<file path="src/hdl/emc_pkg.sv">
// Shared types and constants for the evidential mass combiner.
// No dependencies.
`default_nettype none
package emc_pkg;
    localparam int EMC_FRAC_BITS = 15;
    localparam int MASS_W = 16;
    localparam int PROD_W = 2 * MASS_W;      // one 16x16 product
    localparam int TOT_W  = PROD_W + 4;      // sum of all nine products
    localparam int NLANE  = 4;

    typedef logic [MASS_W-1:0] t_mass;
    typedef logic [TOT_W-1:0]  t_tot;

    // results that skip the divider, kept in step with it
    typedef struct packed {
        logic              norm;
        logic              zero;
        t_mass [NLANE-1:0] raw;
    } t_side;
endpackage
`default_nettype wire

</file>
<file path="src/hdl/emc_div_lane.sv">
// Pipelined restoring fraction divider, one quotient bit per stage.
// Gives floor(num * 2^FRAC_BITS / den), limited to 1.0. Uses emc_pkg.
`default_nettype none
module emc_div_lane import emc_pkg::*; #(
    parameter int FRAC_BITS = EMC_FRAC_BITS
) (
    input  wire logic              i_clk,
    input  wire logic              i_en,
    input  wire t_tot              i_num,
    input  wire t_tot              i_den,
    output logic [FRAC_BITS:0]     o_quo
);
    t_tot                 r_rem [0:FRAC_BITS];
    t_tot                 r_den [0:FRAC_BITS];
    logic [FRAC_BITS-1:0] r_quo [0:FRAC_BITS];
    logic                 r_sat [0:FRAC_BITS];

    always_ff @(posedge i_clk) begin
        if (i_en) begin
            r_rem[0] <= i_num;
            r_den[0] <= i_den;
            r_quo[0] <= '0;
            r_sat[0] <= (i_num >= i_den);
        end
    end

    for (genvar k = 1; k <= FRAC_BITS; k++) begin : g_step
        logic [TOT_W:0] w_sh;
        logic [TOT_W:0] w_den;
        logic           w_ge;
        assign w_sh  = {r_rem[k-1], 1'b0};
        assign w_den = {1'b0, r_den[k-1]};
        assign w_ge  = (w_sh >= w_den);
        always_ff @(posedge i_clk) begin
            if (i_en) begin
                r_rem[k] <= w_ge ? TOT_W'(w_sh - w_den) : TOT_W'(w_sh);
                r_den[k] <= r_den[k-1];
                r_quo[k] <= {r_quo[k-1][FRAC_BITS-2:0], w_ge};
                r_sat[k] <= r_sat[k-1];
            end
        end
    end

    assign o_quo = r_sat[FRAC_BITS] ? {1'b1, {FRAC_BITS{1'b0}}}
                                    : {1'b0, r_quo[FRAC_BITS]};
endmodule
`default_nettype wire

</file>
<file path="config.mk">
export PLATFORM = sky130hd
export DESIGN_NAME = emc_div_lane
export DESIGN_NICKNAME = d
export VERILOG_FILES = /design/src/hdl/emc_pkg.sv /design/src/hdl/emc_div_lane.sv
export SDC_FILE = /design/constraint.sdc
export NUM_CORES = 2
export LEC_CHECK = 0
export ABC_AREA = 1
export BUFFER_PORTS_ARGS = -buffer_cell sky130_fd_sc_hd__buf_4
export CELL_PAD_IN_SITES_DETAIL_PLACEMENT = 0
export CELL_PAD_IN_SITES_GLOBAL_PLACEMENT = 2
export CORE_MARGIN = 3
export CORE_UTILIZATION = 39
export CTS_CLUSTER_SIZE = 12
export DETAILED_ROUTE_END_ITERATION = 10
export PLACE_DENSITY = 0.77
export SLEW_MARGIN = 15
export SYNTH_ARGS = -nofsm -noshare
export SYNTH_HDL_FRONTEND = slang
export SYNTH_SLANG_ARGS = --single-unit
</file>
<file path="constraint.sdc">
create_clock -name i_clk -period 2.91 [get_ports i_clk]
set_input_delay 0.1455 -clock i_clk [delete_from_list [all_inputs] [get_ports i_clk]]
set_output_delay 0.1455 -clock i_clk [all_outputs]
set_load 0.01 [all_outputs]
</file>
=== Yosys cells after proc, flatten, opt, wreduce, memory -nomap -nowiden ===
Memories as Yosys holds them, arrays and structs flattened.
Cells that the tools add are included.

* Register bits after elaboration: 0
* Memory bits (writable): 1,408
* Bits of input ports: 74
* Output and inout bits: 16
* Logic and storage cells: 53
* Memories kept: 4

* Add/sub/neg operators: 15
* Order comparisons: 16
* Mux-type cells: 18

{| class="wikitable"
|+ Memories
! name !! words !! width !! read ports !! clocked after Yosys merged registers in !! write ports !! RTL line !! text
|-
| r_den || 16 || 36 || 15 || 0 || 16 || emc_div_lane.sv:14 || <nowiki>t_tot r_den [0:FRAC_BITS];</nowiki>
|-
| r_rem || 16 || 36 || 15 || 0 || 16 || emc_div_lane.sv:13 || <nowiki>t_tot r_rem [0:FRAC_BITS];</nowiki>
|-
| r_quo || 16 || 15 || 16 || 0 || 16 || emc_div_lane.sv:15 || <nowiki>logic [FRAC_BITS-1:0] r_quo [0:FRAC_BITS];</nowiki>
|-
| r_sat || 16 || 1 || 16 || 0 || 16 || emc_div_lane.sv:16 || <nowiki>logic r_sat [0:FRAC_BITS];</nowiki>
|}

{| class="wikitable"
|+ Operators by type and width
! cell !! count
|-
| >= comparator 37 x 36 -> 1 bit || 15
|-
| 2-to-1 mux 36 bit || 15
|-
| subtractor 36 bit || 15
|-
| >= comparator 36 bit || 1
|-
| 2-to-1 mux 16 bit || 1
|-
| 2-to-1 mux 1 bit || 2
|}

=== Depth between registers and ports, before layout ===
An unclocked memory read counts as a cell.

* Word-level depth: 3
* Mapped depth: 16
* Gate-level depth less buffers: 15

=== Worst setup path before layout ===
OpenSTA, ideal clock, no wires.

* Path kind: register -> register
* Start: memory r_rem[2][27] (netlist bit)
* End: memory r_rem[3][24] (netlist bit) (data pin)
* Setup time: 0.253 ns
* Arrival time: 1.785 ns
* Required time: 2.657 ns
* Setup slack: 0.872 ns
* Cell stages (with the launch flop): 11
* Path buffers: 1
* Clock period less this slack: 2.038 ns
* Cell sequence: edfxtp_1 -> ha_1 -> nand2_1 -> inv_1 -> a21oi_1 -> nand2_1 -> a21oi_1 -> nand4_4 -> buf_8 -> nand3_2 -> nand2_1

{| class="wikitable"
|+ RTL lines
! item !! RTL line
|-
| from (decl) || emc_div_lane.sv:13
|}

==> metrics.md <==
| Metric | Value |
|---|---|
| Max Slew Vio Count | 0 |
| Gate power share | 52.4% |
| Mapped Cells | 11230 |
| Die ar. | 229000 um2 |
| CP Max Fanout | 14 |
| CTS Buffer Depth | 3 |
| Hold crit path type | in2reg |
| Post-synth top cells | nand2_1, inv_1, edfxtp_1 |
| Post-place instance area | 93190 um2 |
| Vias | 75100 |
| Distinct cells, synth | 41 |
| Delay-heaviest family, CP | simple AND/OR/NAND/NOR gates |
| Net Count, Synth | 11890 |
| Critical Path AT | 3.54 ns |
| CTS root buf | clkbuf_16 |
| I/O Buffers | 89 |
| Worst Tran Pin Value | 0.9531 ns |
| Clock power frac | 18.4% |
| Synth Flop Type | edfxtp_1 |
| Final hold slack | 0.09205 ns |
| Reg clk slew, reported paths | 0.07 ns |
| Power share of the sequential group | 29.3% |
| Crit Path Class | reg2reg |
| Relative max-transition margin | 36.46% |
| Area Growth Syn to Fin | 13.57% |
| Min Tclk post-route | 2.977 ns |
| Final instance area | 98910 um2 |
| Power density cells | 1041 nW/um2 |
| Worst Skew | 0.04519 ns |
| Post-synth EDFFs | 1216 |
| Max Cap Viol | 0 |
| Crit path launch type | flop |
| Clock sink count | 1216 |
| Post-Syn Area | 87090 um2 |
| Critical path's slowest cell | nor4_1 |
| Top area cells in the synthesized netlist | edfxtp_1, nand2_1, inv_1 |
| Fin crit share | 102.3% |
| Asr flop ratio synth | 0% |
| Min setup slack post-route | -0.06714 ns |
| Initial Util | 39.44% |
| Finished Core Util | 44.79% |
| Yosys warns | 0 |
| Mean routed wirelength per cell | 21.80 um |
| Final wirelength | 322500 um |
| VDD IR-drop max | 0.0005644 V |
| CP required | 3.47 ns |
| Die Ht | 478.5 um |
| LEAKAGE | 0.04870 uW |
| CP peak stage delay | 0.67 ns |
| Seq/Total Area, Yosys | 41.93% |
| P_sw | 47870 uW |
| Final setup vio count | 1 |
| Initial DRC Count | 7014 |
| Failing checks | negative setup slack |
| Layout cell share with drive strength beyond 1 | 9.659% |
| Vias per cell | 5.076 |
| H-Tree Depth | 4 |
| Crit. End Element | flop |
| Vias in the first global route | 72280 |
| Total GRT Usage | 27.55% |
| RSZ-0062 raised after global routing | false |
| Die X | 478.5 um |
| Seq cells post-synth | 1216 |
| Drc violations | 0 |
| Switching Share | 46.48% |
| Pre-CTS WS | -0.06550 ns |
| CTS buffer count | 148 |
| CP Cell Sequence | ha_1, inv_1, nor4_1, nand3_1, nand4_4, buf_4, nand2_1, o21ai_1 |
| Largest net degree at the start of global routing | 108 |
| Final RePlAce weighted congestion | 0.9302 |
| Final hold vios | 0 |
| Cell taking the most area after synthesis | edfxtp_1 |
| Skew-Pair Late Insertion Delay | 0.80 ns |
| Ports | 90 |
| Initial antenna violation count | 6 |
| Final nets | 12380 |
| Post-detail-place hpwl | 267000 um |
| Post-detailed-route count of antenna-violating nets | 0 |
| Internal Power | 55120 uW |
| First-pass GRT wire length | 474400 um |
| Buffers plus inverters on the worst setup path | 2 |
| TritonRoute pass-1 iters | 6 |
| Rows | 172 |
| Total gr overflow | 0 |
| Synth top area share | 41.93% |
| CORE AREA | 220800 um2 |
| Status | finished with violations |
| Most frequent cell after synthesis | nand2_1 |
| Post-Syn Area per Cell | 7.757 um2 |
| CTS tree | built |
| FMAX | 0.3359 GHz |
stage by stage:
stage	total power [uW]	TNS, ns	cells
2_1_floorplan	64820	0	11230
3_3_place_gp	83900	-0.9637	14450
3_5_place_dp	83780	-0.1607	14450
4_1_cts	103300	0	14790
5_1_grt	110900	0	14790
6_report	103000	-0.06714	14800
layer usage:
metal	track usage (%)	share of wire, %
met2	44.72	46
met3	3.169	4.9
met4	7.800	3.0
met5	0	0
met1	38.76	46
layout make-up:
cell class | count | area (um2)
timing repair buffer | 492 | 4564
fill | 22640 | 121900
antenna | 3 | 7.507
clock buffer | 175 | 3890
sequential | 1216 | 36520
inverter | 1971 | 7398
clock inverter | 90 | 988.4
multi-input combinational | 7890 | 41840
tap | 2958 | 3701
path summary, 6_finish.rpt:
check,startpoint,end,slack (ns),depth (start not counted)
hold / removal,i_den[23],r_den[0][23],0.09,2
setup reg to reg,r_rem[0][33],r_rem[1][1],-0.07,8
hold reg to reg,r_sat[7][0],r_sat[7][1],0.40,0
setup / recovery,r_rem[0][33],r_rem[1][1],-0.07,8
worst reg2reg max path, stage by stage (launching register included):
cell and delay [ns]:
edfxtp_1 0.42, ha_1 0.56, inv_1 0.18, nor4_1 0.67, nand3_1 0.24, nand4_4 0.18
buf_4 0.23, nand2_1 0.08, o21ai_1 0.20
sequential cells by signal (all words and copies together) (netlist names):
register	cells
r_quo	120
r_sat	16
r_rem	540
r_den	540
power groups by stage:
stage | sequential (uW) | combinational (uW) | clock [uW]
after floorplan | 27500 | 37300 | 0
after global placement | 30600 | 53300 | 0
after detailed placement | 30500 | 53300 | 0
after CTS | 30200 | 53600 | 19400
after global routing | 30400 | 60400 | 20100
final | 30100 | 53900 | 18900
kinds of logic after synthesis:
kind of cell / Yosys count / share of synthesized area (%)
flops: 1216 / 41.93
fa+ha+maj: 589 / 8.583
buf+inv: 2121 / 10.08
simple gates: 6405 / 32.43
xor+xnor: 252 / 2.534
compound gates: 644 / 4.444
placed cells by master, fill, tap and decap left out, types with 8 or more instances in the layout:
master / Yosys / final
a21boi_0: 14 / 14
a21oi_1: 377 / 377
a21oi_2: 40 / 40
a31oi_2: 9 / 8
buf_12: 6 / 55
buf_4: 18 / 364
bufinv_16: 0 / 17
clkbuf_1: 1 / 23
clkbuf_16: 0 / 152
clkinv_1: 7 / 32
clkinv_2: 0 / 22
clkinvlp_4: 0 / 12
dlygate4sd3_1: 0 / 73
edfxtp_1: 1216 / 1216
fa_1: 14 / 14
ha_1: 575 / 573
inv_1: 1928 / 1928
inv_2: 36 / 36
inv_6: 0 / 8
nand2_1: 3903 / 3901
nand2_2: 67 / 69
nand2_4: 14 / 14
nand3_1: 901 / 901
nand3_2: 179 / 179
nand3b_1: 142 / 142
nand4_1: 83 / 83
nand4_4: 14 / 14
nor2_1: 837 / 835
nor2_2: 99 / 101
nor2_4: 8 / 8
nor3_1: 97 / 96
nor3_2: 29 / 28
nor4_1: 28 / 28
o21a_1: 14 / 14
o21ai_0: 69 / 67
o21bai_1: 112 / 112
xnor2_1: 14 / 14
xor2_1: 238 / 238
timing repair:
action,4_1_cts,5_1_grt
endpoints found under the hold margin,117,0
buffers inserted,0,7
pin swaps,0,1
endpoints found under the setup margin,30,69
gates resized for setup,4,8
hold buffers,73,0
No activity file was read; power rests on OpenSTA's default activity.
